==> config.mk <==
export PLATFORM = sky130hd
export DESIGN_NAME = trimmed_burst_moving_average
export DESIGN_NICKNAME = d
export VERILOG_FILES = /design/src/rtl/tbma_pkg.sv /design/src/rtl/tbma_ram.sv /design/src/rtl/tbma_div.sv /design/src/rtl/trimmed_burst_moving_average.sv
export SDC_FILE = /design/constraint.sdc
export NUM_CORES = 1
export LEC_CHECK = 0
export BUFFER_PORTS_ARGS = -buffer_cell sky130_fd_sc_hd__buf_2
export CELL_PAD_IN_SITES_DETAIL_PLACEMENT = 0
export CELL_PAD_IN_SITES_GLOBAL_PLACEMENT = 2
export CORE_AREA = 2 2 215 217
export CTS_CLUSTER_DIAMETER = 40
export DETAILED_ROUTE_END_ITERATION = 16
export DIE_AREA = 0 0 217 219
export GPL_TIMING_DRIVEN = 0
export PLACE_DENSITY = 0.84
export SLEW_MARGIN = 20
export SYNTH_ARGS = -nofsm -noshare
export SYNTH_HDL_FRONTEND = slang
export SYNTH_SLANG_ARGS = --single-unit
export TNS_END_PERCENT = 1
==> constraint.sdc <==
create_clock -name i_clk -period 4.9 [get_ports i_clk]
set_input_delay 1.225 -clock i_clk [delete_from_list [all_inputs] [get_ports i_clk]]
set_output_delay 1.225 -clock i_clk [all_outputs]
set_load 0.1 [all_outputs]
==> src/rtl/tbma_pkg.sv <==
// Shared constants and types of the trimmed burst moving average
`default_nettype none

package tbma_pkg;

    // Parameter defaults
    localparam int DEF_WINDOW_DEPTH = 16;
    localparam int DEF_MAX_BURST    = 64;
    localparam int DEF_SAMPLE_BITS  = 12;

    // Fixed port widths
    localparam int SAMPLE_W  = 12;
    localparam int LEN_W     = 7;
    localparam int PADDR_W   = 3;
    localparam int PDATA_W   = 32;
    localparam int REG_IDX_W = 1;

    // Register map and burst rules
    localparam logic [REG_IDX_W-1:0] REG_BURST_LEN = 1'b0;
    localparam logic [LEN_W-1:0]     LEN_RESET     = 7'd10;
    localparam int                   MIN_BURST     = 3;
    localparam int                   TRIM_COUNT    = 2;

    typedef enum logic [1:0] {
        ST_IDLE,
        ST_MEAN_START,
        ST_MEAN_WAIT,
        ST_EMIT
    } t_state;

endpackage

`default_nettype wire

==> src/rtl/tbma_ram.sv <==
// Generic single-port-write, registered-read RAM
`default_nettype none

module tbma_ram #(
    parameter int WIDTH = 12,
    parameter int DEPTH = 16,
    parameter int ADDR_W = (DEPTH > 1) ? $clog2(DEPTH) : 1
) (
    input  wire logic              i_clk,
    input  wire logic              i_wen,
    input  wire logic [ADDR_W-1:0] i_waddr,
    input  wire logic [WIDTH-1:0]  i_wdata,
    input  wire logic              i_ren,
    input  wire logic [ADDR_W-1:0] i_raddr,
    output logic      [WIDTH-1:0]  o_rdata
);

    logic [WIDTH-1:0] r_mem [DEPTH];
    logic [WIDTH-1:0] r_rdata;

    // Write port
    always_ff @(posedge i_clk) begin
        if (i_wen) begin
            r_mem[i_waddr] <= i_wdata;
        end
    end

    // Registered read, held between reads
    always_ff @(posedge i_clk) begin
        if (i_ren) begin
            r_rdata <= r_mem[i_raddr];
        end
    end

    assign o_rdata = r_rdata;

endmodule

`default_nettype wire

==> src/rtl/tbma_div.sv <==
// Restoring divider, one quotient bit per cycle
`default_nettype none

module tbma_div #(
    parameter int NW = 20,
    parameter int DW = 7,
    parameter int QW = 12
) (
    input  wire logic          i_clk,
    input  wire logic          i_rst_n,
    input  wire logic          i_start,
    input  wire logic [NW-1:0] i_dividend,
    input  wire logic [DW-1:0] i_divisor,
    output logic               o_done,
    output logic      [QW-1:0] o_quotient
);

    localparam int CW   = (NW > DW + QW) ? NW : DW + QW;
    localparam int CntW = $clog2(QW);

    logic            r_busy, n_busy;
    logic            r_done, n_done;
    logic [CntW-1:0] r_cnt, n_cnt;
    logic [CW-1:0]   r_rem, n_rem;
    logic [CW-1:0]   r_dsr, n_dsr;
    logic [QW-1:0]   r_quo, n_quo;
    logic            fits;

    assign fits = (r_rem >= r_dsr);

    // Load operands on start, then try one shifted divisor per cycle
    always_comb begin
        n_busy = r_busy;
        n_done = 1'b0;
        n_cnt  = r_cnt;
        n_rem  = r_rem;
        n_dsr  = r_dsr;
        n_quo  = r_quo;
        if (i_start) begin
            n_busy = 1'b1;
            n_rem  = CW'(i_dividend);
            n_dsr  = CW'(i_divisor) << (QW - 1);
            n_cnt  = CntW'(QW - 1);
            n_quo  = '0;
        end else if (r_busy) begin
            n_rem = fits ? (r_rem - r_dsr) : r_rem;
            n_quo = {r_quo[QW-2:0], fits};
            n_dsr = r_dsr >> 1;
            n_cnt = r_cnt - CntW'(1);
            if (r_cnt == '0) begin
                n_busy = 1'b0;
                n_done = 1'b1;
            end
        end
    end

    // Control registers
    always_ff @(posedge i_clk) begin
        if (!i_rst_n) begin
            r_busy <= 1'b0;
            r_done <= 1'b0;
        end else begin
            r_busy <= n_busy;
            r_done <= n_done;
        end
    end

    // Datapath registers
    always_ff @(posedge i_clk) begin
        r_cnt <= n_cnt;
        r_rem <= n_rem;
        r_dsr <= n_dsr;
        r_quo <= n_quo;
    end

    assign o_done     = r_done;
    assign o_quotient = r_quo;

endmodule

`default_nettype wire

==> src/rtl/trimmed_burst_moving_average.sv <==
// Top level of the trimmed burst moving average
// Usage:
// - Input channel (i_in_valid / o_in_ready / i_sample): one converter code per request.
//   A sample that does not close a burst leaves the sequencer in ST_IDLE, so a burst streams in
//   at one sample per cycle.
// - The sample that closes a burst starts the arithmetic: a one-bit-per-cycle divider
//   forms the trimmed mean, the ring memory is read and rewritten, and a constant
//   reciprocal multiply scales the total by 1/WINDOW_DEPTH on the way into the output
//   register. The sequencer passes through ST_MEAN_START, ST_MEAN_WAIT and ST_EMIT
//   before it returns to ST_IDLE; o_in_ready is low during that time, so no new sample
//   is taken before the block is through with the closing one.
// - Output channel (o_out_valid / i_out_ready / o_average, o_trimmed_mean): one request
//   per completed burst, held in an output register. While the receiver stalls, new
//   samples are still taken; a further closing burst waits until the register frees.
// - APB port: register 0 (address 0) is burst_len, clamped to 3..MAX_BURST in use.
// - Reset (synchronous, active low) clears the burst counters, the ring position,
//   the running total and the per-entry valid bits; the ring reads as zero until
//   written, so no clearing pass is needed. burst_len returns to 10.
`default_nettype none

module trimmed_burst_moving_average #(
    parameter int WINDOW_DEPTH = tbma_pkg::DEF_WINDOW_DEPTH,
    parameter int MAX_BURST    = tbma_pkg::DEF_MAX_BURST,
    parameter int SAMPLE_BITS  = tbma_pkg::DEF_SAMPLE_BITS
) (
    input  wire logic                          i_clk,
    input  wire logic                          i_rst_n,
    // Sample channel
    input  wire logic                          i_in_valid,
    output logic                               o_in_ready,
    input  wire logic [tbma_pkg::SAMPLE_W-1:0] i_sample,
    // Result channel
    output logic                               o_out_valid,
    input  wire logic                          i_out_ready,
    output logic      [tbma_pkg::SAMPLE_W-1:0] o_average,
    output logic      [tbma_pkg::SAMPLE_W-1:0] o_trimmed_mean,
    // Configuration port
    input  wire logic                          psel,
    input  wire logic                          penable,
    input  wire logic                          pwrite,
    input  wire logic [tbma_pkg::PADDR_W-1:0]  paddr,
    input  wire logic [tbma_pkg::PDATA_W-1:0]  pwdata,
    output logic      [tbma_pkg::PDATA_W-1:0]  prdata,
    output logic                               pready
);

    import tbma_pkg::*;

    localparam int SmpW   = (SAMPLE_BITS < SAMPLE_W) ? SAMPLE_BITS : SAMPLE_W;
    localparam int CountW = $clog2(MAX_BURST + 1);
    localparam int SumW   = SmpW + CountW;
    localparam int AddrW  = (WINDOW_DEPTH > 1) ? $clog2(WINDOW_DEPTH) : 1;
    localparam int TotW   = SmpW + $clog2(WINDOW_DEPTH);
    localparam int NW     = SumW;
    localparam int DW     = CountW;
    localparam int CmpW   = (CountW > LEN_W) ? CountW : LEN_W;

    // Reciprocal of the window depth, exact for every total of TotW bits
    localparam int RecL  = (WINDOW_DEPTH > 1) ? $clog2(WINDOW_DEPTH) : 0;
    localparam int RecSh = TotW + RecL;
    localparam int RecW  = TotW + 1;
    localparam int ProdW = TotW + RecW;
    localparam logic [RecW-1:0] RecipM =
        RecW'(((64'd1 << RecSh) + 64'(WINDOW_DEPTH) - 64'd1) / 64'(WINDOW_DEPTH));

    // Control state
    t_state                  r_state, n_state;
    logic [LEN_W-1:0]        r_burst_len, n_burst_len;
    logic [CountW-1:0]       r_count, n_count;
    logic [AddrW-1:0]        r_pos, n_pos;
    logic [TotW-1:0]         r_total, n_total;
    logic [WINDOW_DEPTH-1:0] r_valid, n_valid;
    logic                    r_out_valid, n_out_valid;

    // Payload state
    logic [SumW-1:0]         r_sum, n_sum;
    logic [SmpW-1:0]         r_min, n_min;
    logic [SmpW-1:0]         r_max, n_max;
    logic [SmpW-1:0]         r_mean, n_mean;
    logic [SmpW-1:0]         r_avg, n_avg;
    logic [SmpW-1:0]         r_tmean, n_tmean;

    // Datapath helpers
    logic [SmpW-1:0]         smp;
    logic [CountW-1:0]       cnt_inc;
    logic [CmpW-1:0]         len_ext;
    logic [CountW-1:0]       eff_len;
    logic                    in_acc;
    logic                    out_acc;
    logic                    cfg_wr;
    logic [SmpW-1:0]         old_entry;
    logic [ProdW-1:0]        avg_prod;
    logic [SmpW-1:0]         avg_q;

    // Ring memory and divider hookup
    logic                    ram_wen, ram_ren;
    logic [SmpW-1:0]         ram_rdata;
    logic                    div_start, div_done;
    logic [NW-1:0]           div_dividend;
    logic [DW-1:0]           div_divisor;
    logic [SmpW-1:0]         div_quo;

    tbma_ram #(
        .WIDTH (SmpW),
        .DEPTH (WINDOW_DEPTH),
        .ADDR_W(AddrW)
    ) u_ring (
        .i_clk  (i_clk),
        .i_wen  (ram_wen),
        .i_waddr(r_pos),
        .i_wdata(div_quo),
        .i_ren  (ram_ren),
        .i_raddr(r_pos),
        .o_rdata(ram_rdata)
    );

    tbma_div #(
        .NW(NW),
        .DW(DW),
        .QW(SmpW)
    ) u_div (
        .i_clk     (i_clk),
        .i_rst_n   (i_rst_n),
        .i_start   (div_start),
        .i_dividend(div_dividend),
        .i_divisor (div_divisor),
        .o_done    (div_done),
        .o_quotient(div_quo)
    );

    // Handshakes
    assign o_in_ready = (r_state == ST_IDLE);
    assign in_acc     = i_in_valid && o_in_ready;
    assign out_acc    = r_out_valid && i_out_ready;
    assign pready     = 1'b1;
    assign cfg_wr     = psel && penable && pwrite && pready &&
                        (paddr[PADDR_W-1:2] == REG_BURST_LEN);
    assign prdata     = (paddr[PADDR_W-1:2] == REG_BURST_LEN) ?
                        PDATA_W'(r_burst_len) : '0;

    // Clamp the burst length to its legal range
    assign len_ext = CmpW'(r_burst_len);
    always_comb begin
        if (len_ext > CmpW'(MAX_BURST)) begin
            eff_len = CountW'(MAX_BURST);
        end else if (len_ext < CmpW'(MIN_BURST)) begin
            eff_len = CountW'(MIN_BURST);
        end else begin
            eff_len = CountW'(len_ext);
        end
    end

    assign smp       = i_sample[SmpW-1:0];
    assign cnt_inc   = r_count + CountW'(1);
    assign old_entry = r_valid[r_pos] ? ram_rdata : '0;

    // Divider operands: trimmed sum over count-2
    assign div_dividend = NW'(r_sum - SumW'(r_min) - SumW'(r_max));
    assign div_divisor  = DW'(r_count - CountW'(TRIM_COUNT));

    // Scale the running total by the window depth
    assign avg_prod = ProdW'(r_total) * ProdW'(RecipM);
    assign avg_q    = avg_prod[RecSh +: SmpW];

    // Sequencer: accumulate, divide, update ring, scale, emit
    always_comb begin
        n_state     = r_state;
        n_burst_len = cfg_wr ? pwdata[LEN_W-1:0] : r_burst_len;
        n_count     = r_count;
        n_pos       = r_pos;
        n_total     = r_total;
        n_valid     = r_valid;
        n_out_valid = out_acc ? 1'b0 : r_out_valid;
        n_sum       = r_sum;
        n_min       = r_min;
        n_max       = r_max;
        n_mean      = r_mean;
        n_avg       = r_avg;
        n_tmean     = r_tmean;
        ram_wen     = 1'b0;
        ram_ren     = 1'b0;
        div_start   = 1'b0;
        case (r_state)
            ST_IDLE: begin
                if (in_acc) begin
                    if (r_count == '0) begin
                        n_sum = SumW'(smp);
                        n_min = smp;
                        n_max = smp;
                    end else begin
                        n_sum = r_sum + SumW'(smp);
                        n_min = (smp < r_min) ? smp : r_min;
                        n_max = (smp > r_max) ? smp : r_max;
                    end
                    n_count = cnt_inc;
                    if (cnt_inc >= eff_len) begin
                        n_state = ST_MEAN_START;
                    end
                end
            end
            ST_MEAN_START: begin
                // Launch the mean and fetch the entry about to be replaced
                div_start = 1'b1;
                ram_ren   = 1'b1;
                n_count   = '0;
                n_state   = ST_MEAN_WAIT;
            end
            ST_MEAN_WAIT: begin
                if (div_done) begin
                    // Replace the oldest entry and adjust the running total
                    ram_wen        = 1'b1;
                    n_valid[r_pos] = 1'b1;
                    n_total        = r_total - TotW'(old_entry) + TotW'(div_quo);
                    n_mean         = div_quo;
                    n_pos          = (r_pos == AddrW'(WINDOW_DEPTH - 1)) ?
                                     '0 : r_pos + AddrW'(1);
                    n_state        = ST_EMIT;
                end
            end
            ST_EMIT: begin
                // Hold until the output register is free
                if (!r_out_valid || i_out_ready) begin
                    n_avg       = avg_q;
                    n_tmean     = r_mean;
                    n_out_valid = 1'b1;
                    n_state     = ST_IDLE;
                end
            end
            default: begin
                n_state = ST_IDLE;
            end
        endcase
    end

    // Control registers
    always_ff @(posedge i_clk) begin
        if (!i_rst_n) begin
            r_state     <= ST_IDLE;
            r_burst_len <= LEN_RESET;
            r_count     <= '0;
            r_pos       <= '0;
            r_total     <= '0;
            r_valid     <= '0;
            r_out_valid <= 1'b0;
        end else begin
            r_state     <= n_state;
            r_burst_len <= n_burst_len;
            r_count     <= n_count;
            r_pos       <= n_pos;
            r_total     <= n_total;
            r_valid     <= n_valid;
            r_out_valid <= n_out_valid;
        end
    end

    // Payload registers
    always_ff @(posedge i_clk) begin
        r_sum   <= n_sum;
        r_min   <= n_min;
        r_max   <= n_max;
        r_mean  <= n_mean;
        r_avg   <= n_avg;
        r_tmean <= n_tmean;
    end

    assign o_out_valid    = r_out_valid;
    assign o_average      = SAMPLE_W'(r_avg);
    assign o_trimmed_mean = SAMPLE_W'(r_tmean);

endmodule

`default_nettype wire

---- Yosys cells after proc, flatten, opt, wreduce, memory -nomap -nowiden ----
Memory sizes are Yosys's and may differ from the RTL's. A register that Yosys moved wholly into a read port is not among the register bits.
Cells that the tools add are included.
operators by class
  $add $sub $neg .......................... 10
  mux-type cells .......................... 38
  reductions and logical operators ........ 25
  eq/ne operators ......................... 8
  $lt $le $gt $ge ......................... 8
  bitwise operators ....................... 4
operators with widths
  kind                 count
  $mux 12              6
  $mux 19              3
  $sub 19x12->19       2
  $mux 18              2
  $mux 7               4
  $add 19x12->19       1
  $ge 19x18->1         1
  $sub 19x18->19       1
  $add 16x12->16       1
  $or 16x16->16        1
  $sub 16x12->16       1
  $mux 1               14
  $pmux 7 s2           1
  $gt 12x12->1         1
  $lt 12x12->1         1
  $reduce_and 2->1     5
  $reduce_bool 2->1    5
  $mux 2               4
  $pmux 2 s4           1
  $add 7x1->7 const B  1
  $ge 7x7->1           1
  $gt 7x7->1 const B   1
  $logic_not 7->1      1
  $lt 7x2->1 const B   1
  22 further kinds     33
word-level totals
  memories ................................ 1
  bits in registers ....................... 187
  bits in writable memories ............... 192
  word-level logic and storage cells ...... 115
  bits of input ports ..................... 54
memory list
  name          depth  width  rd ports  clocked after Yosys merged registers in  wr ports  RTL line        text
  u_ring.r_mem  16     12     1         1                                        1         tbma_ram.sv:18  logic [WIDTH-1:0] r_mem [DEPTH];

---- Longest topological paths before layout ----
  depth in word-level cells ............... 7
  mapped depth ............................ 16
  depth with buffers taken out ............ 15

---- Cells and area by module ----
From an unflattened synthesis, not the netlist that was laid out.
second synthesis, totals
  cells, all modules ...................... 1591
  area, all modules ....................... 19716.4 sq um
modules (own cells, without submodules)
  module                        cells an instance  instances  area each (sq um)  seq. area each (sq um)
  trimmed_burst_moving_average  905                1          8732.1             3433.3
  tbma_ram                      329                1          7719.9             6125.9
  tbma_div                      357                1          3264.4             1361.3

---- Worst setup path before layout ----
Ideal clock, no wire load.
  path kind ............................... register to register
  from .................................... register r_pos[0]
  to ...................................... register r_total[15]
  arrival time ............................ 4.111 ns
  data required time ...................... 4.828 ns
  library setup time ...................... 0.072 ns
  clock period less this slack ............ 4.183 ns
  setup slack ............................. 0.717 ns
  cell stages (with the launch flop) ...... 16
  path buffers ............................ 3
  cell sequence ........................... dfxtp_1 -> buf_2 -> mux4_2 -> mux4_2 -> buf_2 -> and2_1 -> fa_1 -> inv_1 -> ha_1 -> clkbuf_1 -> a21o_1 -> and3_1 -> o41a_1 -> a41oi_1 -> mux2i_1 -> mux2i_1
between the ends
  word-level cells in the longest chain between the ends .. 5
ends and longest elaborated chain
  element                       RTL line                             text
  start, declared               trimmed_burst_moving_average.sv:70   logic [AddrW-1:0] r_pos, n_pos;
  start signal, assigned        trimmed_burst_moving_average.sv:249  r_pos <= n_pos;
  $bmux 1 s4                    trimmed_burst_moving_average.sv:155  assign old_entry = r_valid[r_pos] ? ram_rdata : '0;
  $mux 1 (implied by the code)  trimmed_burst_moving_average.sv:155
  $mux 12                       trimmed_burst_moving_average.sv:155
  $sub 16x12->16                trimmed_burst_moving_average.sv:213  n_total = r_total - TotW'(old_entry) + TotW'(div_quo);
  $add 16x12->16                trimmed_burst_moving_average.sv:213
  end signal, assigned          trimmed_burst_moving_average.sv:250  r_total <= n_total;
  end, declared                 trimmed_burst_moving_average.sv:71   logic [TotW-1:0] r_total, n_total;
No other way between the ends. The select of a mux whose other input is x is not followed.
A chain may end at the register's enable or synchronous reset.

---- Final worst setup path ----
  from .................................... register r_pos[0]
  to ...................................... register r_total[14]
Same word-level chain as after synthesis.

==> impl_results.md <==
- Grt ovf: 0
- DR iter-0 viols: 858
- PwrDens: 438 nW/um2
- Post-route antenna net violation count: 0
- Library cells used by synthesis: 75
- Clk root buf: clkbuf_16
- Top delay family on crit path: multiplexers
- Setup crit start kind: register
- Post-synth ARST share: 0%
- Pins Over Slew Limit: 0
- Clock transition at path regs: 0.06 ns
- Final Skew: 0.0228 ns
- Post-Synthesis Cells: 1495
- Maximum vdd drop: 0.326 mV
- Initial antenna violation count: 1
- Avg Cell Area, Syn: 12.9 um2
- H-tree depth: 2
- Internal: 6.96 mW
- Sequential group share of total power: 39.6%
- Gpl congestion: 0.803
- Num CTS Buffers: 60
- Req. time, crit path: 5.37 ns
- Post-synth EDFFs: 309
- DIE WIDTH: 217 um
- Main flop type after synthesis: edfxtp_1
- Crit path DAT: 5.06 ns
- Worst setup EP type: register
- Critical path's slowest cell: mux4_2
- Layout Cell Area excl Fill: 22600 um2
- CTS tree: yes
- Power, Total: 9.90 mW
- Synth warn: 0
- Endpoints failing hold: 0
- 1st-pass router iterations: 5
- Critical path, cell by cell: clkbuf_4, mux4_2, mux4_2, buf_2, and2_1, fa_1, inv_1, ha_1, nor2b_1, o31ai_1, a2bb2oi_1, nand3_1, o211ai_1, mux2i_1, o311ai_1
- CTS Sinks: 391
- Area growth, synth to finish: 17.2%
- Clk_lat worst skew: 0.62 ns
- Max incr delay on CP: 0.54 ns
- Seq cells post-synth: 391
- Most common cell after layout, fill and taps aside: edfxtp_1
- DR vias/cell: 5.26
- Row cnt: 78
- RSZ-0062 raised after global routing: no
- Crit Path Max Fanout: 10
- DIE AREA: 47500 um2
- Switching power total: 2.94 mW
- Layout cells sized above 1: 18.1%
- Die Ht: 219 um
- Final nets: 1826
- Vias in the first global route: 12200
- Period utilisation layout: 93.9%
- Drt wl/cell: 19.0 um
- Drt drc: 0
- Setup violators final: 0
- Leakage power: 8.50 nW
- Seq/Total Area, Yosys: 56.7%
- Cell mode on critical path: mux4_2
- Hold WC Path Type: register to register
- Core area: 45100 um2
- Synthesized area: 19300 um2
- Switching share of power: 29.7%
- Critical path class: register to register
- Max_cap viols: 0
- Worst-margin pin slew: 1.03 ns
- Maximum root-to-sink buffer count: 3
- Logic gate share of total power: 17.5%
- Vias: 12100
- Number of port buffers: 58
- Worst path bufs/invs: 3
- # IOs: 113
- Share of total power in the clock network: 42.9%
- WL final: 43600 um
- Initial Utilization: 42.7%
- First-pass GRT wire length: 68200 um
- Placed inst area: 20500 um2
- Tmin final: 4.60 ns
- Total GRT Usage: 18.7%
- FMAX: 0.217 GHz
- Commonest non-fill, non-tap cells in the layout: 309 x edfxtp_1, 126 x nor2_1, 111 x inv_1, 102 x ha_1, 90 x nand2_1
- Detailed placer's ending HPWL: 30300 um
- Setup_tns: 0 ns
- Worst rel slew slack: 31.2%
- Largest net degree at the start of global routing: 22
- Status: completed
==> repair_timing <==
action / CTS / global route
resized for setup: 0 / 4
hold buffers: 0 / 0
setup buffers: 0 / 0
endpoints found under the setup margin: 0 / 3
==> path summary, 6_finish.rpt <==
| kind | from | endpoint | slack [ns] | cells after the start |
|---|---|---|---|---|
| worst max-delay path | r_pos[0] | r_total[14] | 0.30 | 15 |
| worst min register to register | r_mean[9] | o_trimmed_mean[9] | 0.41 | 0 |
| worst min-delay path | r_mean[9] | o_trimmed_mean[9] | 0.41 | 0 |
| worst max register to register | r_pos[0] | r_total[14] | 0.30 | 15 |
==> per-stage QoR <==
stage               hold WS (ns)  worst slack (ns)  cells  util (%)
floorplan                  0.400             0.717   1519         -
global placement           0.401             0.165   2177      45.2
detailed placement         0.405             0.116   2182      45.5
CTS                        0.418             0.118   2296      50.1
global route               0.418           0.00671   2296      50.1
finish                     0.413             0.300   2297      50.1
==> registers in the layout, summed over array words and instances (netlist names), 16 cells and up <==
signal / count
r_sum: 19
r_total: 16
u_div.r_dsr: 18
u_ring.r_mem: 192
r_valid: 16
u_div.r_rem: 19
==> cell families (layout without fill, tap and decap cells) <==
logic type	count (synthesis)	count (layout)	share of synthesized area, %
DFF	391	391	56.7
and+or+nand+nor	359	359	8.64
AOI/OAI and AO/OA	247	247	8.14
buffers and inverters	193	370	4.31
adders and majority gates	128	128	9.33
muxes	105	105	9.68
xor gates and xnor gates	70	70	3.18
other	2	27	0.0390
==> synthesized netlist by cell type, drive strengths merged, types with 3 or more instances <==
cell type  number  share of area, %
o21a            6              0.23
a21boi          6              0.23
a21o           24              0.94
nor3           15              0.39
mux2i          39               2.0
a21oi          76               2.0
xnor2          33               1.5
nand2b         18              0.58
o21ai          69               1.8
nor2          138               2.7
nand4b          4              0.18
o21bai          5              0.21
dfxtp          82               8.5
xor2           37               1.7
nand4          15              0.49
edfxtp        309                48
ha            102               6.6
nand2          90               1.8
nor2b          22              0.71
o31ai           5              0.22
clkbuf         33              0.64
and2           14              0.45
nand3          21              0.55
or2             3             0.097
o211ai         10              0.39
fa             26               2.7
a211oi         12              0.49
buf            45               1.4
or3             6              0.19
inv           115               2.2
a31oi           9              0.29
mux4           65               7.6
and3            4              0.13
==> worst reg2reg max path: cells and delay by family (launching register included) <==
kind                       cells  cell delay, ns
DFF                            1            0.37
adders and majority gates      2            0.80
and+or+nand+nor                3            0.60
buffers and inverters          3            0.50
AOI/OAI and AO/OA              4            0.87
muxes                          3            1.29
==> metal layers <==
| metal | GRT usage [%] | routed length (um) | vias up |
|---|---|---|---|
| met5 | 0 | 0 | - |
| met4 | 5.30 | 904 | 0 |
| met3 | 3.31 | 2120 | 61 |
| met2 | 30.7 | 20800 | 270 |
| met1 | 25.6 | 19800 | 5984 |
| li1 | - | - | 5757 |
==> power groups by stage <==
| stage | sequential (mW) | combinational, mW | clock (mW) |
|---|---|---|---|
| 3_3_place_gp | 3.97 | 1.71 | 0 |
| 4_1_cts | 3.92 | 1.73 | 4.32 |
| 2_1_floorplan | 3.90 | 1.37 | 0 |
| 3_5_place_dp | 3.98 | 1.72 | 0 |
| 5_1_grt | 3.93 | 1.94 | 4.48 |
| 6_report | 3.92 | 1.74 | 4.24 |
==> final cells by class <==
| cell class | count | area (um2) |
|---|---|---|
| fill | 3951 | 22500 |
| sequential | 391 | 10900 |
| multi-input combinational | 935 | 7680 |
| clock buffer | 67 | 1570 |
| tap | 600 | 751 |
| clock inverter | 47 | 483 |
| inverter | 115 | 432 |
| buffer | 78 | 404 |
| timing repair buffer | 63 | 347 |
| antenna | 1 | 2.50 |
Note: power is estimated with default switching activity, not from simulation.
